### config.mk
export PLATFORM = sky130hd
export DESIGN_NAME = rope_rotate
export DESIGN_NICKNAME = d
export VERILOG_FILES = /design/src/rtl/rope_pkg.sv /design/src/rtl/rope_rotate.sv
export SDC_FILE = /design/constraint.sdc
export NUM_CORES = 2
export LEC_CHECK = 0
export ABC_CLOCK_PERIOD_IN_PS = 11000
export BUFFER_PORTS_ARGS = -buffer_cell sky130_fd_sc_hd__buf_2
export CAP_MARGIN = 5
export CORE_UTILIZATION = 40
export DETAILED_ROUTE_END_ITERATION = 7
export PLACE_DENSITY = 0.53
export SLEW_MARGIN = 20
export SYNTH_ARGS = -nofsm -noshare
export SYNTH_HDL_FRONTEND = slang
export SYNTH_SLANG_ARGS = --single-unit
### constraint.sdc
create_clock -name clk_i -period 11 [get_ports clk_i]
set_input_delay 2.2 -clock clk_i [delete_from_list [all_inputs] [get_ports clk_i]]
set_output_delay 2.2 -clock clk_i [all_outputs]
set_load 0.02 [all_outputs]
### src/rtl/rope_pkg.sv
`timescale 1ns / 1ps

package rope_pkg;

  // Fixed sizes of the datapath
  localparam int unsigned ROM_DEPTH     = 64;
  localparam int unsigned CORDIC_STEPS  = 30;
  localparam int unsigned CW            = 34;
  localparam logic [63:0] INV_TWO_PI_Q32 = 64'h28BE_60DC;

  typedef enum logic [1:0] {
    QUAD_0,
    QUAD_1,
    QUAD_2,
    QUAD_3
  } quad_e;

  typedef struct packed {
    logic signed [15:0] x_first;
    logic signed [15:0] x_second;
    logic [5:0]         pair_index;
    logic [15:0]        token_index;
  } rope_in_t;

  typedef struct packed {
    logic signed [15:0] y_first;
    logic signed [15:0] y_second;
  } rope_out_t;

  // Data handed from one rotation cell to the next
  typedef struct packed {
    logic                 valid;
    logic signed [15:0]   x_first;
    logic signed [15:0]   x_second;
    quad_e                quad;
    logic signed [CW-1:0] cx;
    logic signed [CW-1:0] cy;
    logic signed [CW-1:0] z;
  } cordic_t;

  typedef logic [CORDIC_STEPS-1:0][31:0] atan_tab_t;

  // Floor square root, bit by bit
  function automatic logic [63:0] isqrt64(input logic [63:0] v_in);
    logic [63:0] v;
    logic [63:0] r;
    logic [63:0] b;
    v = v_in;
    r = '0;
    b = 64'(1) << 62;
    for (int i = 0; i < 32; i++) begin
      if (b > v) b = b >> 2;
    end
    for (int i = 0; i < 32; i++) begin
      if (b != '0) begin
        if (v >= r + b) begin
          v = v - (r + b);
          r = (r >> 1) + b;
        end else begin
          r = r >> 1;
        end
        b = b >> 2;
      end
    end
    return r;
  endfunction

  // Restoring division, used only while building constant tables
  function automatic logic [63:0] udiv64(input logic [63:0] num, input logic [63:0] den);
    logic [64:0] r;
    logic [63:0] q;
    r = '0;
    q = '0;
    for (int i = 63; i >= 0; i--) begin
      r = {r[63:0], num[i]};
      if (r >= {1'b0, den}) begin
        r    = r - {1'b0, den};
        q[i] = 1'b1;
      end
    end
    return q;
  endfunction

  // Arctangent of 2^-k in Q0.32 turns from the power series
  function automatic atan_tab_t build_atan();
    atan_tab_t   tab;
    logic [63:0] a;
    logic [63:0] term;
    tab[0] = 32'h2000_0000;
    for (int k = 1; k < CORDIC_STEPS; k++) begin
      a = '0;
      for (int j = 0; j < 31; j++) begin
        if (k * (2 * j + 1) <= 60) begin
          term = udiv64(64'(1) << (60 - k * (2 * j + 1)), 64'(2 * j + 1));
          if (j % 2 == 1) a = a - term;
          else a = a + term;
        end
      end
      tab[k] = 32'(((a >> 28) * INV_TWO_PI_Q32) >> 32);
    end
    return tab;
  endfunction

  // Start vector length: one over the accumulated rotation gain
  function automatic logic [63:0] build_start();
    logic [63:0] g;
    logic [63:0] s;
    g = 64'(1) << 30;
    for (int k = 0; k < CORDIC_STEPS; k++) begin
      s = g * g;
      s = s + (s >> (2 * k));
      g = isqrt64(s);
    end
    return udiv64(64'(1) << 60, g);
  endfunction

  localparam atan_tab_t            TURN_ATAN    = build_atan();
  localparam logic signed [CW-1:0] CORDIC_START = CW'(build_start());

endpackage

### src/rtl/rope_rotate.sv
`timescale 1ns / 1ps

module rope_rotate (
  input  logic                clk_i,
  input  logic                rst_ni,
  input  rope_pkg::cordic_t   cell_i,
  output logic                done_o,
  output rope_pkg::rope_out_t out_o
);
  import rope_pkg::*;

  // Round half up by 15 bits and clamp to 16 signed bits
  function automatic logic signed [15:0] round_sat(input logic signed [CW-1:0] v);
    logic signed [CW-1:0] r;
    r = (v + 34'sd16384) >>> 15;
    if (r > 34'sd32767) return 16'sh7FFF;
    if (r < -34'sd32768) return 16'sh8000;
    return r[15:0];
  endfunction

  logic               d_valid_q;
  logic signed [15:0] d_c_q;
  logic signed [15:0] d_s_q;
  logic signed [15:0] d_x1_q;
  logic signed [15:0] d_x2_q;
  logic signed [15:0] c_d;
  logic signed [15:0] s_d;
  logic               e_valid_q;
  logic signed [31:0] e_x1c_q;
  logic signed [31:0] e_x2s_q;
  logic signed [31:0] e_x2c_q;
  logic signed [31:0] e_x1s_q;
  logic               f_valid_q;
  rope_out_t          out_d;
  rope_out_t          out_q;

  // Stage D: undo the quarter turn and round to Q1.15
  always_comb begin
    logic signed [CW-1:0] c_full;
    logic signed [CW-1:0] s_full;
    case (cell_i.quad)
      QUAD_1: begin
        c_full = -cell_i.cy;
        s_full = cell_i.cx;
      end
      QUAD_2: begin
        c_full = -cell_i.cx;
        s_full = -cell_i.cy;
      end
      QUAD_3: begin
        c_full = cell_i.cy;
        s_full = -cell_i.cx;
      end
      default: begin
        c_full = cell_i.cx;
        s_full = cell_i.cy;
      end
    endcase
    c_d = round_sat(c_full);
    s_d = round_sat(s_full);
  end

  // Advance the valid flags of the output stages
  always_ff @(posedge clk_i or negedge rst_ni) begin
    if (!rst_ni) begin
      d_valid_q <= 1'b0;
      e_valid_q <= 1'b0;
      f_valid_q <= 1'b0;
    end else begin
      d_valid_q <= cell_i.valid;
      e_valid_q <= d_valid_q;
      f_valid_q <= e_valid_q;
    end
  end

  always_ff @(posedge clk_i) begin
    if (cell_i.valid) begin
      d_c_q  <= c_d;
      d_s_q  <= s_d;
      d_x1_q <= cell_i.x_first;
      d_x2_q <= cell_i.x_second;
    end
  end

  // Stage E: the four products
  always_ff @(posedge clk_i) begin
    if (d_valid_q) begin
      e_x1c_q <= d_x1_q * d_c_q;
      e_x2s_q <= d_x2_q * d_s_q;
      e_x2c_q <= d_x2_q * d_c_q;
      e_x1s_q <= d_x1_q * d_s_q;
    end
  end

  // Stage F: combine, round and saturate
  always_comb begin
    out_d.y_first  = round_sat(CW'(e_x1c_q) - CW'(e_x2s_q));
    out_d.y_second = round_sat(CW'(e_x2c_q) + CW'(e_x1s_q));
  end

  always_ff @(posedge clk_i) begin
    if (e_valid_q) begin
      out_q <= out_d;
    end
  end

  assign done_o = f_valid_q;
  assign out_o  = out_q;

endmodule

---- After elaboration in Yosys (flattened, before gate mapping) ----
Index checks and enable logic that the tools add are counted.
operators by class
  $mul .................................... 4
  $lt $le $gt $ge ......................... 8
  equality and inequality tests ........... 3
  $add $sub $neg .......................... 8
  mux-type cells .......................... 30
operators by type and width
  kind                    number
  $mux 16                 16
  $pmux 34 s3             2
  $mul 16x16->32          4
  $gt 19x16->1 const B    4
  $lt 19x16->1 const B    4
  $add 33x16->34 const B  2
  $add 34x16->34 const B  2
  $neg 34->34             2
  $add 32x32->33          1
  $sub 32x32->33          1
  $mux 1                  12
  $eq 2x2->1 const B      2
  $eq 2x1->1 const B      1
storage, ports and cells
  output and inout port bits .............. 33
  word-level logic and storage cells ...... 66
  input bits .............................. 139
  flip-flop bits (word level) ............. 227

---- Logic depth before layout (Yosys ltp) ----
  depth in word-level cells ............... 8
  gate-level depth with buffers ........... 26

---- Least setup slack after synthesis ----
Ideal clock, no wire load.
  path type ............................... reg-to-reg
  start ................................... register d_s_q[4]
  end ..................................... register e_x2s_q[30] (data pin)
  path slack .............................. 4.597 ns
  buffers on the path ..................... 1
  required time ........................... 10.738 ns
  cell stages (with the launch flop) ...... 26
  clock period less this slack ............ 6.403 ns
  setup time .............................. 0.262 ns
  data arrival time ....................... 6.140 ns
  cells stage by stage .................... edfxtp_1 clkbuf_1 and2_1 fa_1 inv_1 fa_1 fa_1 inv_1 fa_1 fa_1 inv_1 fa_1 inv_1 ha_1 a21oi_1 o21ai_0 a2111oi_0 o21ai_0 a31oi_1 nor2b_1 o21a_1 o21ai_0 o21ai_0 a21oi_1 a21oi_1 xor2_1
on the way
  word-level cells in the longest chain between the ends .. 1
RTL lines
  item                    line               source
  from (decl)             rope_rotate.sv:23  logic signed [15:0] d_s_q;
  from (signal assigned)  rope_rotate.sv:79  d_s_q <= s_d;
  $mul 16x16->32          rope_rotate.sv:89  e_x2s_q <= d_x2_q * d_s_q;
  to (signal assigned)    rope_rotate.sv:89
  to (decl)               rope_rotate.sv:30  logic signed [31:0] e_x2s_q;
No other way between the ends.
A chain may end at the register's enable or synchronous reset.

---- Worst setup path in the final report ----
  start ................................... register d_x2_q[8]
  end ..................................... register e_x2s_q[30] (data pin)
on the way
  word-level cells in the longest chain between the ends .. 1
RTL lines
  item                    line               source
  from (decl)             rope_rotate.sv:25  logic signed [15:0] d_x2_q;
  from (signal assigned)  rope_rotate.sv:81  d_x2_q <= cell_i.x_second;
  $mul 16x16->32          rope_rotate.sv:89
No other way between the ends.

==> results.cfg <==
[sta]
tns_ns = 0
final-setup-viol-count = 0
fmax_mhz = 128
final-hold-violation-count = 0
max_slew.worst_pin.slew_ns = 1.04
period_share_pct = 71.0
min_period_ns = 7.81
timing.clock.skew_ns = 0.0266
finalMaxSlewViolations = 0
max-slew-margin-rel_pct = 31.0
rsz0062_at_grt = no

[floorplanning]
core_area_um2 = 130000
die_area_um2 = 133000
row_count = 132
die_x_um = 365
die_h_um = 365
start_util_pct = 40.5
ios = 172

[synthesis]
ys_ff_latch = 227
synth_nets = 7124
avgSynthCellArea_um2 = 9.59
yosysWarnings = 0
async_flop_share_pct = 1.32
syn_area_um2 = 52600
netlist_instances = 5483
synth-main-ff-cell = edfxtp_1
ys_seq_area_share_pct = 12.9
synth_top_area_share_pct = 39.9
synth_top_cell_by_area = fa_1
ys_top_cells_by_area = fa_1 (40%), edfxtp_1 (13%), ha_1 (11%)
ys_types = 94
synth_edf_count = 224

[finish]
area_growth_pct = 6.86
fill_cells = 12800
final_cell_mix = inv_1 (1222), fa_1 (1048), nand2_1 (571), and2_1 (500), ha_1 (454)
multi_input_area_um2 = 40300
layout_commonest_cell = inv_1
post_layout_nonfiller_instances = 7262
ff_latch_area_um2 = 6810
drive_gt1_share_pct = 6.18
fin_util_pct = 43.2
design_area_um2 = 56200
num-nets-final = 7129

[setup_path]
cp.arrival_ns = 8.14
critical_path_class = reg2reg
start_kind = flip-flop
endpoint_kind = flip-flop
crit_path_max_fanout = 19
crit_family = adder cells
timing.critical_path.mode_cell = fa_1
worst_ep_required_time_ns = 11.33
crit_path_cell_trace = buf_4, nand2_1, fa_1, fa_1, fa_1, fa_1, inv_1, fa_1, fa_1, ha_1, a21oi_1, o21ai_0, a2111oi_0, o21ai_0, a31oi_1, nor2b_1, o21a_1, o21ai_0, o21ai_0, a21oi_1, a21oi_1, xor2_1
slowest_stage = edfxtp_1
path_buf_inv = 2
slowest_delay_ns = 0.83

[cts]
clockBufferDepth = 3
cts.clk_slew.worst_paths_ns = 0.06
numCtsBuffers = 35
cts_tree = done
cts_setup_buffers = 0
clk_latency_ns = 0.60
cts.sinks = 227
root_buffer = clkbuf_16
hold_buffers = 0
htreeDepth = 2
cts_resized = 0

[placed_design]
postPlaceCellArea_um2 = 55100
place_inst = 7193
dp_hpwl_um = 98400
place.port_buffers = 137
gp_congestion = 0.836

[route]
viasPerCell = 5.03
vias = 36600
drt_pass1_iterations = 8
detail-route-antenna-nets = 0
drt_iter0_markers = 1749
wirelength_um = 128000
avgRoutedWirePerCell_um = 17.6
drc_errors = 0

[grt]
antenna_found_initial = 9
grt_max_degree = 72
overflow = 0
grt_first_pass_wirelength_um = 210000
first_global_vias = 38100
track_usage_pct = 20.3

[job]
cap_violations = 0

[outcome]
status = complete, no violations

[worst_hold_path]
min_path_type = reg2reg
-- area by class of cell --
cell class,instances,area share (%)
Clock buffer,40,1.59
Clock inverter,24,0.367
Antenna cell,5,0.0223
Multi-Input combinational cell,3794,71.7
Tap cell,1742,3.88
Inverter,1223,8.17
Timing Repair Buffer,207,2.16
Sequential cell,227,12.1
-- routing by layer --
layer / global-route usage (%) / share of wire, % / wire, µm
met1: 28.6 / 46 / 58700
met2: 32.8 / 47 / 60100
met3: 2.07 / 4.2 / 5400
met4: 6.15 / 3.2 / 4040
met5: 0 / 0 / 0
-- synth_stat cells (all sizes together) (23+ instances only) --
master and instances:
and2 500, nand2 571, o21bai 23, xnor2 151, a21oi 133, clkbuf 218, inv 1222, nand3 37
o21ai 114, a31oi 35, fa 1048, nand2b 33, edfxtp 224, a21o 72, ha 454, nor2 167
nor3 45, xor2 58, nor2b 27
-- cells by family (layout without fill, tap and decap cells) --
group / Yosys count / after routing / synth area share, %
and+or+nand+nor: 1508 / 1508 / 14.5
DFF: 227 / 227 / 12.9
muxes: 33 / 33 / 0.944
buffers and inverters: 1462 / 1494 / 10.5
other: 0 / 5 / 0
adders and majority gates: 1502 / 1502 / 50.7
xor gates and xnor gates: 209 / 209 / 3.48
AOI/OAI and AO/OA: 542 / 542 / 6.95
-- worst min-delay path, stage by stage, from the launching register on --
cell,delay [ns]
edfxtp_1,0.33
ha_1,0.14
ha_1,0.15
xnor2_1,0.12
a21o_1,0.11
-- through the flow --
step,setup WS (ns),hold slack [ns]
detailed placement,3.28,0.943
CTS,3.24,0.974
floorplan,4.60,0.585
global route,2.73,1.02
global placement,3.35,0.944
finish,3.19,0.957
-- worst paths after layout --
path | from | to | slack (ns) | depth (start not counted)
worst max-delay path | d_x2_q[8] | e_x2s_q[30] | 3.19 | 22
worst min-delay path | e_x1c_q[29] | out_o[30] | 0.96 | 4
worst max register to register | d_x2_q[8] | e_x2s_q[30] | 3.19 | 22
worst min register to register | e_x1c_q[29] | out_o[30] | 0.96 | 4
max in group asynchronous | rst_ni | d_valid_q | 9.48 | 1
min in group asynchronous | rst_ni | done_o | 1.40 | 1
-- registers in the layout (all words and copies together), names as in the netlist, 16 cells and up --
name     cells
d_x1_q      16
e_x2s_q     32
e_x1c_q     32
d_s_q       16
e_x1s_q     32
d_x2_q      16
out_o       32
e_x2c_q     32
d_c_q       16
Power is not shown: default switching activity piles up to over one toggle a cycle in this logic, so the estimate is an artifact.
