File: src/rtl/rope_pkg.sv
`timescale 1ns / 1ps

package rope_pkg;

  // Fixed sizes of the datapath
  localparam int unsigned ROM_DEPTH     = 64;
  localparam int unsigned CORDIC_STEPS  = 30;
  localparam int unsigned CW            = 34;
  localparam logic [63:0] INV_TWO_PI_Q32 = 64'h28BE_60DC;

  typedef enum logic [1:0] {
    QUAD_0,
    QUAD_1,
    QUAD_2,
    QUAD_3
  } quad_e;

  typedef struct packed {
    logic signed [15:0] x_first;
    logic signed [15:0] x_second;
    logic [5:0]         pair_index;
    logic [15:0]        token_index;
  } rope_in_t;

  typedef struct packed {
    logic signed [15:0] y_first;
    logic signed [15:0] y_second;
  } rope_out_t;

  // Data handed from one rotation cell to the next
  typedef struct packed {
    logic                 valid;
    logic signed [15:0]   x_first;
    logic signed [15:0]   x_second;
    quad_e                quad;
    logic signed [CW-1:0] cx;
    logic signed [CW-1:0] cy;
    logic signed [CW-1:0] z;
  } cordic_t;

  typedef logic [CORDIC_STEPS-1:0][31:0] atan_tab_t;

  // Floor square root, bit by bit
  function automatic logic [63:0] isqrt64(input logic [63:0] v_in);
    logic [63:0] v;
    logic [63:0] r;
    logic [63:0] b;
    v = v_in;
    r = '0;
    b = 64'(1) << 62;
    for (int i = 0; i < 32; i++) begin
      if (b > v) b = b >> 2;
    end
    for (int i = 0; i < 32; i++) begin
      if (b != '0) begin
        if (v >= r + b) begin
          v = v - (r + b);
          r = (r >> 1) + b;
        end else begin
          r = r >> 1;
        end
        b = b >> 2;
      end
    end
    return r;
  endfunction

  // Restoring division, used only while building constant tables
  function automatic logic [63:0] udiv64(input logic [63:0] num, input logic [63:0] den);
    logic [64:0] r;
    logic [63:0] q;
    r = '0;
    q = '0;
    for (int i = 63; i >= 0; i--) begin
      r = {r[63:0], num[i]};
      if (r >= {1'b0, den}) begin
        r    = r - {1'b0, den};
        q[i] = 1'b1;
      end
    end
    return q;
  endfunction

  // Arctangent of 2^-k in Q0.32 turns from the power series
  function automatic atan_tab_t build_atan();
    atan_tab_t   tab;
    logic [63:0] a;
    logic [63:0] term;
    tab[0] = 32'h2000_0000;
    for (int k = 1; k < CORDIC_STEPS; k++) begin
      a = '0;
      for (int j = 0; j < 31; j++) begin
        if (k * (2 * j + 1) <= 60) begin
          term = udiv64(64'(1) << (60 - k * (2 * j + 1)), 64'(2 * j + 1));
          if (j % 2 == 1) a = a - term;
          else a = a + term;
        end
      end
      tab[k] = 32'(((a >> 28) * INV_TWO_PI_Q32) >> 32);
    end
    return tab;
  endfunction

  // Start vector length: one over the accumulated rotation gain
  function automatic logic [63:0] build_start();
    logic [63:0] g;
    logic [63:0] s;
    g = 64'(1) << 30;
    for (int k = 0; k < CORDIC_STEPS; k++) begin
      s = g * g;
      s = s + (s >> (2 * k));
      g = isqrt64(s);
    end
    return udiv64(64'(1) << 60, g);
  endfunction

  localparam atan_tab_t            TURN_ATAN    = build_atan();
  localparam logic signed [CW-1:0] CORDIC_START = CW'(build_start());

endpackage

File: src/rtl/rope_cordic_cell.sv
`timescale 1ns / 1ps

module rope_cordic_cell #(
  parameter int unsigned SHIFT = 0,
  parameter logic [31:0] ATAN  = 32'h2000_0000
) (
  input  logic              clk_i,
  input  logic              rst_ni,
  input  rope_pkg::cordic_t cell_i,
  output rope_pkg::cordic_t cell_o
);
  import rope_pkg::*;

  logic    valid_q;
  cordic_t data_d;
  cordic_t data_q;

  // Rotate toward zero residue by the arctangent of this cell
  always_comb begin
    logic signed [CW-1:0] dx;
    logic signed [CW-1:0] dy;
    logic signed [CW-1:0] at;
    dx     = cell_i.cy >>> SHIFT;
    dy     = cell_i.cx >>> SHIFT;
    at     = $signed(CW'(ATAN));
    data_d = cell_i;
    if (!cell_i.z[CW-1]) begin
      data_d.cx = cell_i.cx - dx;
      data_d.cy = cell_i.cy + dy;
      data_d.z  = cell_i.z - at;
    end else begin
      data_d.cx = cell_i.cx + dx;
      data_d.cy = cell_i.cy - dy;
      data_d.z  = cell_i.z + at;
    end
  end

  always_ff @(posedge clk_i or negedge rst_ni) begin
    if (!rst_ni) begin
      valid_q <= 1'b0;
    end else begin
      valid_q <= cell_i.valid;
    end
  end

  always_ff @(posedge clk_i) begin
    if (cell_i.valid) begin
      data_q <= data_d;
    end
  end

  always_comb begin
    cell_o       = data_q;
    cell_o.valid = valid_q;
  end

endmodule

File: config.mk
export PLATFORM = sky130hd
export DESIGN_NAME = rope_cordic_cell
export DESIGN_NICKNAME = d
export VERILOG_FILES = /design/src/rtl/rope_pkg.sv /design/src/rtl/rope_cordic_cell.sv
export SDC_FILE = /design/constraint.sdc
export NUM_CORES = 1
export LEC_CHECK = 0
export BUFFER_PORTS_ARGS = -buffer_cell sky130_fd_sc_hd__buf_4
export CORE_MARGIN = 2
export CORE_UTILIZATION = 54
export DETAILED_ROUTE_END_ITERATION = 7
export PLACE_DENSITY = 0.82
export REMOVE_ABC_BUFFERS = 1
export SETUP_SLACK_MARGIN = 0.4
export SLEW_MARGIN = 25
export SYNTH_ARGS = -nofsm -noshare
export SYNTH_HDL_FRONTEND = slang
export SYNTH_SLANG_ARGS = --single-unit
File: constraint.sdc
create_clock -name clk_i -period 0.8 [get_ports clk_i]
set_clock_uncertainty 0.1 [all_clocks]
set_input_delay 0.04 -clock clk_i [delete_from_list [all_inputs] [get_ports clk_i]]
set_output_delay 0.04 -clock clk_i [all_outputs]
set_load 0.02 [all_outputs]
==> results of run 1 <==
==> timing repair <==
| item | in CTS |
|---|---|
| gates cloned | 3 |
| endpoints found under the setup margin | 334 |
| setup buffers | 48 |
| pin swaps | 120 |
| hold buffers | 1 |
| gates resized for setup | 432 |
| hold endpoints to repair | 74 |
==> layer usage <==
metal | global-route usage [%] | GRT overflow
met4 | 79.9 | 28
met1 | 78.8 | 1
met5 | 26.8 | 0
met3 | 63.9 | 1
met2 | 94.4 | 20
==> through the flow <==
step	utilization (%)	std cells	hold WS, ns	setup slack [ns]
2_1_floorplan	-	1020	-0.356	-1.97
3_3_place_gp	81.1	1888	-0.283	-2.27
3_5_place_dp	81.1	1888	-0.282	-2.36
4_1_cts	96.3	1972	-0.325	-1.75
==> kinds of logic after synthesis <==
family | after synthesis | synth area share [%]
buffers and inverters | 160 | 6.16
XOR/XNOR | 66 | 5.69
adder cells (fa/ha/maj) | 106 | 13.4
flip-flops | 136 | 40.2
AO/OA/AOI/OAI | 339 | 21.4
multiplexers | 14 | 1.38
AND/OR/NAND/NOR | 249 | 11.9
==> impl_metrics.env, run 1 <==
export IMPL_outcome="did not finish"
export IMPL_lastStage="5_1_grt"
export IMPL_tool_error="[ERROR GRT-0116] Global routing finished with congestion. Check the congestion regions in the DRC Viewer."
export IMPL_clkSinkCount=136
export IMPL_pin_count=276
export IMPL_portBuffers=275
export IMPL_overflow=50
export IMPL_yosys_cell_types_count=79
export IMPL_grt_pass1_vias=16900
export IMPL_yosysSeqAreaShare_pct=40.2
export IMPL_yosysWarnings=0
export IMPL_numCtsBuffers=17
export IMPL_synth_edf_count=135
export IMPL_synthTopCellsByCount="135 x edfxtp_1, 128 x a21oi_1, 105 x inv_1, 102 x ha_1, 86 x nor2_1"
export IMPL_avgSynthCellArea_um2=9.49
export IMPL_fp_dieH_um=141
export IMPL_start_util_pct=54.7
export IMPL_grt_max_degree=60
export IMPL_netlist_area_leader_share_pct=39.9
export IMPL_synth_seq_cells=136
export IMPL_clockBufferDepth=2
export IMPL_netlist_top_cells_area="edfxtp_1 40%, ha_1 13%, a21oi_1 6.3%"
export IMPL_rows=50
export IMPL_dpl_cell_area_mm2=0.0151
export IMPL_async_reset_ff_share_pct=0.735
export IMPL_cts_root_buf="clkbuf_16"
export IMPL_die_w_um=141
export IMPL_grtUsageTotal_pct=78.7
export IMPL_htreeDepth=4
export IMPL_synth_top_cell_by_area="edfxtp_1"
export IMPL_synthesis_area_mm2=0.0102
export IMPL_dp_hpwl_mm=35.2
export IMPL_gp_congestion=1.03
export IMPL_synth_ff_type="edfxtp_1"
export IMPL_synthCells=1070
export IMPL_yosysMostFrequentCell="edfxtp_1"
export IMPL_grt_pass1_wl_mm=116
==> run 2: changes to the inputs <==
--- a/config.mk
+++ b/config.mk
@@ -7,11 +7,10 @@
 export LEC_CHECK = 0
 export BUFFER_PORTS_ARGS = -buffer_cell sky130_fd_sc_hd__buf_4
 export CORE_MARGIN = 2
-export CORE_UTILIZATION = 54
+export CORE_UTILIZATION = 40
 export DETAILED_ROUTE_END_ITERATION = 7
-export PLACE_DENSITY = 0.82
+export PLACE_DENSITY_LB_ADDON = 0.15
 export REMOVE_ABC_BUFFERS = 1
-export SETUP_SLACK_MARGIN = 0.4
 export SLEW_MARGIN = 25
 export SYNTH_ARGS = -nofsm -noshare
 export SYNTH_HDL_FRONTEND = slang
==> run 2 against run 1 <==
The flow now finishes, with violations (hold timing, setup timing); synthesized cell count unchanged; synthesized area did not move.
==> impl_metrics.env, run 2 <==
export IMPL_via_count=11400
export IMPL_cp_start_kind="input port"
export IMPL_use_met1_pct=38.3
export IMPL_grtUsageTotal_pct=31.6
export IMPL_synth_ff_type="edfxtp_1"
export IMPL_period_minus_slack_ns=2.42
export IMPL_async_reset_ff_share_pct=0.735
export IMPL_drt_iter0_markers=993
export IMPL_fin_ws_ns=-1.62
export IMPL_p_per_area_mw_per_mm2=1620
export IMPL_clkSinkCount=136
export IMPL_drt_total_wl_mm=44.5
export IMPL_max_slew_worst_pin_slew_ns=0.541
export IMPL_finalSetupViolCount=207
export IMPL_fp_dieH_um=163
export IMPL_grt_busiest_layer="met2"
export IMPL_fmax_mhz=413
export IMPL_numCtsBuffers=17
export IMPL_p_leak_uw=0.00856
export IMPL_yosysSeqAreaShare_pct=40.2
export IMPL_critPathMaxFanout=4
export IMPL_finalSetupTns_ns=-125.83
export IMPL_crit_top_cell="buf_6"
export IMPL_grt_pass1_vias=11600
export IMPL_drc=0
export IMPL_core_region_area_mm2=0.0250
export IMPL_multi_input_area_mm2=0.00688
export IMPL_final_fill_count=1656
export IMPL_antenna_found_initial=2
export IMPL_min_path_type="input port to flip-flop"
export IMPL_violations="hold timing, setup timing"
export IMPL_path_buf_inv=5
export IMPL_seqCellArea_mm2=0.00408
export IMPL_synthesis_area_mm2=0.0102
export IMPL_outcome="finished with violations"
export IMPL_final_common_cell="buf_4"
export IMPL_synth_seq_cells=136
export IMPL_grt_use_met2_pct=55.3
export IMPL_crit_type="input port to flip-flop"
export IMPL_netlist_top_cells_area="edfxtp_1 40%, ha_1 13%, a21oi_1 6.3%"
export IMPL_overflow=0
export IMPL_yosysMostFrequentCell="edfxtp_1"
export IMPL_vias_per_cell=5.31
export IMPL_die_w_um=163
export IMPL_finalMaxSlewViolations=0
export IMPL_critPathTopFamily="compound AO/OA/AOI/OAI gates"
export IMPL_pin_count=276
export IMPL_crit_path_end_kind="flip-flop"
export IMPL_dpl_cell_area_mm2=0.0153
export IMPL_synthTopCellsByCount="135 x edfxtp_1, 128 x a21oi_1, 105 x inv_1, 102 x ha_1, 86 x nor2_1"
export IMPL_crit_slowest_cell="a221o_1"
export IMPL_start_util_pct=40.6
export IMPL_slowest_delay_ns=0.35
export IMPL_layout_drive_gt1_share_pct=52.8
export IMPL_hold_violations=12
export IMPL_final_cell_mix="490 x buf_4, 195 x buf_6, 135 x edfxtp_1, 89 x inv_1, 80 x a21oi_1"
export IMPL_synth_edf_count=135
export IMPL_rsz0062_at_grt="true"
export IMPL_synth_top_cell_by_area="edfxtp_1"
export IMPL_vdd_drop_max_uv=1530
export IMPL_syn_to_final_growth_pct=89.2
export IMPL_total_power_uw=31200
export IMPL_clkTransAtPathRegs_ns=0.07
export IMPL_netlist_area_leader_share_pct=39.9
export IMPL_htreeDepth=4
export IMPL_yosys_cell_types_count=79
export IMPL_cts_root_buf="clkbuf_16"
export IMPL_clockBufferDepth=2
export IMPL_dieArea_mm2=0.0267
export IMPL_yosysWarnings=0
export IMPL_whs_ns=-0.0596
export IMPL_dp_hpwl_mm=31.0
export IMPL_max_cap_viol_count=0
export IMPL_gr_usage_met3_pct=4.62
export IMPL_drt_pass1_iter_count=5
export IMPL_largest_register_ffs=135
export IMPL_fin_area_mm2=0.0192
export IMPL_hold_buffers=66
export IMPL_rows=58
export IMPL_ant_nets=0
export IMPL_wl_per_cell_um=20.7
export IMPL_arrival_ns=2.49
export IMPL_avgSynthCellArea_um2=9.49
export IMPL_gp_congestion=0.959
export IMPL_fin_crit_sh_pct=303
export IMPL_worstPathCellList="buf_8 -> inv_4 -> ha_4 -> buf_6 -> nor2_2 -> a221o_1 -> a41o_1 -> buf_6 -> o211ai_4 -> o31ai_4 -> buf_6 -> a311o_1 -> a22o_1 -> xor2_1"
export IMPL_max_slew_margin_pct=63.8
export IMPL_grt_max_degree=47
export IMPL_nNetsFinal=2053
export IMPL_portBuffers=275
export IMPL_tritoncts="done"
export IMPL_crit_required_ns=0.87
export IMPL_grt_pass1_wl_mm=64.5
export IMPL_synthCells=1070
run 2: power by group:
group | total (uW) | switching, uW | internal, uW
sequential | 9580 | 550 | 9030
clock | 7800 | 3700 | 4100
combinational | 13800 | 6840 | 7010
run 2: per-stage QoR:
stage	util, %	instances	setup WS, ns
floorplan	-	1020	-1.97
detailed placement	61.0	1998	-2.23
CTS	73.9	2124	-1.54
finish	76.8	2153	-1.62
global route	76.8	2153	-1.69
global placement	61.0	1998	-2.23
run 2: path summary, 6_finish.rpt:
path	endpoint	slack [ns]	cells after the start	startpoint
setup / recovery	cell_o[101]	-1.62	14	cell_i[36]
hold / removal	cell_o[30]	-0.06	2	cell_i[29]
max in group asynchronous	valid_q	0.11	3	rst_ni
min in group asynchronous	valid_q	0.38	3	rst_ni
run 2: logic make-up after synthesis:
logic type | count (synthesis) | synth area share (%)
simple gates | 249 | 11.9
xor+xnor | 66 | 5.69
buf+inv | 160 | 6.16
flops | 136 | 40.2
mux | 14 | 1.38
fa+ha+maj | 106 | 13.4
compound gates | 339 | 21.4
run 2: area by class of cell:
type | instances | share of cell area (%)
clock buffers | 17 | 2.21
inverters | 110 | 2.29
flip-flops and latches | 136 | 21.2
repair buffers | 769 | 35.6
multi-input cells | 774 | 35.8
diodes | 2 | 0.0260
clock inverters | 15 | 0.710
well taps | 330 | 2.15
run 2: repair_timing:
item,4_1_cts,5_1_grt
endpoints found under the setup margin,207,207
resized for setup,428,117
pin swaps,113,95
hold endpoints to repair,78,11
setup buffers,32,38
run 2: per-layer routing:
layer	routed length [um]	share of wire [%]
met5	0	0
met4	1850	4.1
met3	2950	6.6
met2	22300	50
met1	17400	39
Power figures use the tool's default switching activity.
==> run 3: changes to the inputs <==
--- a/config.mk
+++ b/config.mk
@@ -5,7 +5,9 @@
 export SDC_FILE = /design/constraint.sdc
 export NUM_CORES = 1
 export LEC_CHECK = 0
+export ABC_AREA = 1
 export BUFFER_PORTS_ARGS = -buffer_cell sky130_fd_sc_hd__buf_4
+export CORE_ASPECT_RATIO = 1.75
 export CORE_MARGIN = 2
 export CORE_UTILIZATION = 40
 export DETAILED_ROUTE_END_ITERATION = 7
==> run 3 against run 2 <==
The run still ends with hold timing, setup timing left; synthesized cell count grew 52%; sequential share of layout area shrank 2.4 points; via count up 25%; sequential cell count did not move; worst setup slack better by 0.78 ns; synthesized area rose by 14%; design area grew 13%; power increased by 4.4%; clock power increased by 2%; first-iteration DRC count decreased by 20%.
==> impl_metrics.env, run 3 <==
export IMPL_critPathMaxFanout=7
export IMPL_htreeDepth=4
export IMPL_via_count=14300
export IMPL_netlist_area_leader_share_pct=35.0
export IMPL_synthCells=1628
export IMPL_grt_max_degree=49
export IMPL_syn_to_final_growth_pct=86.9
export IMPL_hold_buffers=67
export IMPL_rsz0062_at_grt="true"
export IMPL_final_cell_mix="446 x buf_4, 328 x nand2_1, 181 x buf_6, 169 x inv_1, 135 x edfxtp_1"
export IMPL_synth_ff_type="edfxtp_1"
export IMPL_clkTransAtPathRegs_ns=0.06
export IMPL_avgSynthCellArea_um2=7.11
export IMPL_max_slew_margin_pct=62.4
export IMPL_vias_per_cell=5.29
export IMPL_layoutNonFillerInstCount=2707
export IMPL_drt_total_wl_mm=54.8
export IMPL_final_common_cell="buf_4"
export IMPL_fin_ws_ns=-0.837
export IMPL_antenna_found_initial=1
export IMPL_core_region_area_mm2=0.0285
export IMPL_clockBufferDepth=2
export IMPL_netlist_top_cells_area="edfxtp_1 35%, nand2_1 15%, ha_1 11%"
export IMPL_overflow=0
export IMPL_cp_depth=10
export IMPL_finalSetupViolCount=204
export IMPL_grtUsageTotal_pct=32.8
export IMPL_p_leak_uw=0.0101
export IMPL_outcome="finished with violations"
export IMPL_synth_seq_cells=136
export IMPL_endpoint="cell_o[81]"
export IMPL_violations="hold timing, setup timing"
export IMPL_nNetsFinal=2560
export IMPL_yosys_cell_types_count=39
export IMPL_synthTopCellsByCount="475 x nand2_1, 248 x inv_1, 162 x nand3_1, 139 x nor2_1, 135 x edfxtp_1"
export IMPL_fmax_mhz=611
export IMPL_drc=0
export IMPL_worstPathCellList="buf_8 -> ha_4 -> buf_12 -> a21oi_4 -> nand2_2 -> a21oi_2 -> o21ai_4 -> or2_2 -> nand3_1 -> nand2_1"
export IMPL_gp_congestion=1.02
export IMPL_cts_root_buf="clkbuf_16"
export IMPL_min_path_type="input port to flip-flop"
export IMPL_clkSinkCount=136
export IMPL_cp_start_kind="input port"
export IMPL_arrival_ns=1.73
export IMPL_whs_ns=-0.105
export IMPL_synth_edf_count=135
export IMPL_grt_pass1_vias=14300
export IMPL_finalCoreUtilization_pct=75.8
export IMPL_crit_required_ns=0.90
export IMPL_crit_path_end_kind="flip-flop"
export IMPL_wl_per_cell_um=20.2
export IMPL_p_per_area_mw_per_mm2=1510
export IMPL_synth_top_cell_by_area="edfxtp_1"
export IMPL_synthesis_area_mm2=0.0116
export IMPL_critPathTopFamily="compound AO/OA/AOI/OAI gates"
export IMPL_dp_hpwl_mm=38.5
export IMPL_vdd_drop_max_uv=1570
export IMPL_final_fill_count=2033
export IMPL_fin_crit_sh_pct=205
export IMPL_hold_violations=21
export IMPL_total_power_uw=32600
export IMPL_ant_nets=0
export IMPL_crit_slowest_cell="a21oi_4"
export IMPL_async_reset_ff_share_pct=0.735
export IMPL_crit_type="input port to flip-flop"
export IMPL_largest_register_ffs=135
export IMPL_portBuffers=275
export IMPL_drt_iter0_markers=793
export IMPL_die_w_um=133
export IMPL_dp_cells=2551
export IMPL_numCtsBuffers=17
export IMPL_crit_start="cell_i[72]"
export IMPL_max_cap_viol_count=0
export IMPL_tritoncts="done"
export IMPL_yosysMostFrequentCell="nand2_1"
export IMPL_drt_pass1_iter_count=7
export IMPL_slowest_delay_ns=0.29
export IMPL_grt_pass1_wl_mm=76.1
export IMPL_layout_drive_gt1_share_pct=53.7
export IMPL_pin_count=276
export IMPL_path_buf_inv=2
export IMPL_fp_dieH_um=229
export IMPL_yosysSeqAreaShare_pct=35.3
export IMPL_finalMaxSlewViolations=0
export IMPL_yosysWarnings=0
export IMPL_dieArea_mm2=0.0304
export IMPL_finalSetupTns_ns=-88.34
export IMPL_max_slew_worst_pin_slew_ns=0.559
export IMPL_rows=82
export IMPL_period_minus_slack_ns=1.64
export IMPL_start_util_pct=40.6
## run 3: cell count changes after synthesis, moves of 13 or more
cell / change
nand3_1: +146
clkbuf_1: -21
nor2_1: +53
o21bai_1: -13
xor2_1: +16
buf_4: +17
mux2i_1: -14
inv_1: +143
o21ai_0: +23
a21oi_1: -13
xnor2_1: -56
nand2_1: +426
## run 3: stage by stage
stage	setup slack [ns]	cell area [um^2]
floorplan	-1.40	11300
global placement	-1.55	16300
detailed placement	-1.55	16300
CTS	-0.730	20200
global route	-0.935	21600
finish	-0.837	21600
## run 3: layer usage
layer  global-route usage (%)  up-vias  wire [um]  share of wire [%]
li1                         -     6671          -                  -
met1                     31.3     6707      17900                 33
met2                     63.3      686      29100                 53
met3                     3.92      248       2930                5.3
met4                     23.4        0       4790                8.7
met5                        0        -          0                  0
## run 3: how the worst min path moves through the flow
stage | start | end | cells past startpoint
after detailed placement | rst_ni | valid_q | 1
after floorplan | rst_ni | valid_q | 0
after global routing | cell_i[30] | cell_o[30] | 2
after CTS | cell_i[30] | cell_o[30] | 2
after global placement | rst_ni | valid_q | 1
final | cell_i[30] | cell_o[30] | 2
## run 3: layout make-up
cell class,instances,area [um^2],area share (%)
inverter,249,1030,4.74
timing repair buffer,715,6410,29.6
antenna,1,2.50,0.0116
tap,378,473,2.19
sequential,136,4080,18.9
multi-input combinational,1196,9060,41.9
clock buffer,18,429,1.98
clock inverter,14,149,0.688
## run 3: what timing repair did
item                                   4_1_cts  5_1_grt
gates cloned                                 1        0
buffers inserted                            49       34
pin swaps                                  135      136
endpoints found under the hold margin       89       15
gates resized for setup                    689      358
setup endpoints to repair                  207      206
## run 3: power breakdown
group | switching, uW | total [uW] | leakage (uW) | internal [uW]
Clock | 3310 | 7920 | 0.000285 | 4610
Sequential | 419 | 9280 | 0.00133 | 8860
Combinational | 8410 | 15400 | 0.00848 | 6990
## run 3: cell families after synthesis
| group | synth area share (%) |
|---|---|
| AOI/OAI and AO/OA | 11.1 |
| xor gates and xnor gates | 1.97 |
| adders and majority gates | 11.7 |
| buffers and inverters | 10.6 |
| DFF | 35.3 |
| and+or+nand+nor | 29.3 |
==> run 4: changes to the inputs <==
==> constraint.sdc (replaced) <==
create_clock -name clk_i -period 1.6 [get_ports clk_i]
set_clock_uncertainty 0.1 [all_clocks]
set_input_delay 0.08 -clock clk_i [delete_from_list [all_inputs] [get_ports clk_i]]
set_output_delay 0.08 -clock clk_i [all_outputs]
set_load 0.02 [all_outputs]
==> run 4 against run 3 <==
The run ends with setup timing left; critical endpoint is now cell_o[59]; critical path type unchanged; critical path depth up 4; clock-buffer cell count down 1; non-clock buffer count shrank 1; largest cell class unchanged; largest power group unchanged.
==> impl_metrics.env, run 4 (same netlist as run 3, synthesis figures left out) <==
export IMPL_wl_per_cell_um=18.8
export IMPL_start_util_pct=40.6
export IMPL_hold_violations=0
export IMPL_drt_iter0_markers=891
export IMPL_overflow=0
export IMPL_via_count=13800
export IMPL_fin_ws_ns=-0.0363
export IMPL_p_per_area_mw_per_mm2=756
export IMPL_portBuffers=275
export IMPL_outcome="finished with violations"
export IMPL_dp_cells=2572
export IMPL_rsz0062_at_grt="true"
export IMPL_clockBufferDepth=2
export IMPL_total_power_uw=15200
export IMPL_pin_count=276
export IMPL_gp_congestion=0.988
export IMPL_violations="setup timing"
export IMPL_worstPathCellList="buf_8 -> inv_4 -> ha_4 -> buf_12 -> nor2_4 -> nand3_1 -> nor2_2 -> nand3_2 -> nand3_4 -> nand2_2 -> nand2_1 -> nand2_1 -> nand3_1 -> nand2_1"
export IMPL_path_buf_inv=3
export IMPL_drt_total_wl_mm=50.8
export IMPL_p_leak_uw=0.00959
export IMPL_antenna_found_initial=1
export IMPL_syn_to_final_growth_pct=73.6
export IMPL_clkSinkCount=136
export IMPL_die_w_um=133
export IMPL_final_common_cell="buf_4"
export IMPL_largest_register_ffs=135
export IMPL_dieArea_mm2=0.0304
export IMPL_grt_pass1_wl_mm=73.3
export IMPL_vdd_drop_max_uv=791
export IMPL_max_cap_viol_count=0
export IMPL_layoutNonFillerInstCount=2706
export IMPL_fmax_mhz=611
export IMPL_ant_nets=0
export IMPL_finalSetupViolCount=10
export IMPL_crit_slowest_cell="nor2_2"
export IMPL_max_slew_worst_pin_slew_ns=0.405
export IMPL_critPathMaxFanout=7
export IMPL_min_path_type="input port to flip-flop"
export IMPL_max_slew_margin_pct=72.9
export IMPL_grt_pass1_vias=13900
export IMPL_htreeDepth=4
export IMPL_cts_root_buf="clkbuf_16"
export IMPL_grtUsageTotal_pct=31.9
export IMPL_vias_per_cell=5.11
export IMPL_fp_dieH_um=229
export IMPL_tritoncts="done"
export IMPL_slowest_delay_ns=0.22
export IMPL_period_minus_slack_ns=1.64
export IMPL_fin_crit_sh_pct=102
export IMPL_clkTransAtPathRegs_ns=0.06
export IMPL_crit_required_ns=1.69
export IMPL_cp_start_kind="input port"
export IMPL_drc=0
export IMPL_grt_max_degree=60
export IMPL_critPathTopFamily="simple AND/OR/NAND/NOR gates"
export IMPL_crit_path_end_kind="flip-flop"
export IMPL_final_cell_mix="613 x buf_4, 364 x nand2_1, 199 x inv_1, 136 x nand3_1, 135 x edfxtp_1"
export IMPL_drt_pass1_iter_count=5
export IMPL_numCtsBuffers=17
export IMPL_rows=82
export IMPL_layout_drive_gt1_share_pct=47.3
export IMPL_dp_hpwl_mm=39.6
export IMPL_crit_type="input port to flip-flop"
export IMPL_arrival_ns=1.73
export IMPL_finalMaxSlewViolations=0
export IMPL_nNetsFinal=2559
export IMPL_crit_top_cell="nand2_1"
export IMPL_core_region_area_mm2=0.0285
[run 4: cell count changes in the layout (fill, tap and decap cells not counted), moves of 20 or more]
cell,delta
buf_4,+167
buf_6,-160
nand2_1,+36
inv_1,+30
nand2_4,-25
nand3_1,+20
o21ai_0,+20
[run 4: cell type report]
class / count / area [um^2]
fillers: 2404 / 8440
multi-input cells: 1196 / 8250
repair buffers: 714 / 5750
flip-flops and latches: 136 / 4080
inverters: 249 / 973
well taps: 378 / 473
clock buffers: 17 / 425
clock inverters: 15 / 135
diodes: 1 / 2.50
[run 4: power by group]
part	switching (uW)	total (uW)	leakage, uW	internal (uW)
registers	128	4550	0.00133	4420
clock network	1730	3770	0.000264	2040
logic	3830	6880	0.00800	3040
total	5700	15200	0.00959	9500
[run 4: repair_timing]
item / in CTS / in global routing
endpoints found under the setup margin: 56 / 56
cloned: 1 / 0
hold buffers: 70 / 0
gates resized for setup: 242 / 360
buffers inserted: 11 / 20
hold endpoints to repair: 89 / 0
pin swaps: 42 / 128
[run 4: per-layer routing]
metal  vias up  part of all wire, %  GRT usage, %
met1      6403                   33          29.6
met2       563                   54          61.6
met4         0                  8.7          23.8
met3       210                  4.6          4.56
li1       6659                    -             -
met5         -                    0             0
[run 4: worst min-delay path: cells and delay by family]
| family | cells | cell delay [ns] |
|---|---|---|
| XOR/XNOR | 1 | 0.11 |
| buffers and inverters | 1 | 0.08 |
| AND/OR/NAND/NOR | 3 | 0.21 |
[run 4: final timing paths]
path                       cells after the start        from  slack (ns)         end
max                                           14  cell_i[38]       -0.04  cell_o[59]
min                                            5  cell_i[67]        0.05  cell_o[67]
max in group asynchronous                      3      rst_ni        0.88     valid_q
min in group asynchronous                      3      rst_ni        0.41     valid_q
[run 4: per-stage QoR]
step | hold WS, ns | setup slack (ns) | setup TNS [ns] | instance area [um^2] | util [%]
finish | 0.0531 | -0.0363 | -0.164 | 20100 | 70.4
global route | 0.0636 | -0.117 | -2.39 | 20100 | 70.4
CTS | 0.0306 | -0.00492 | -0.0109 | 18700 | 65.6
detailed placement | -0.244 | -1.01 | -40.24 | 16500 | 57.7
global placement | -0.244 | -1.04 | -39.15 | 16500 | 57.7
floorplan | -0.316 | -0.639 | -15.16 | 11300 | -
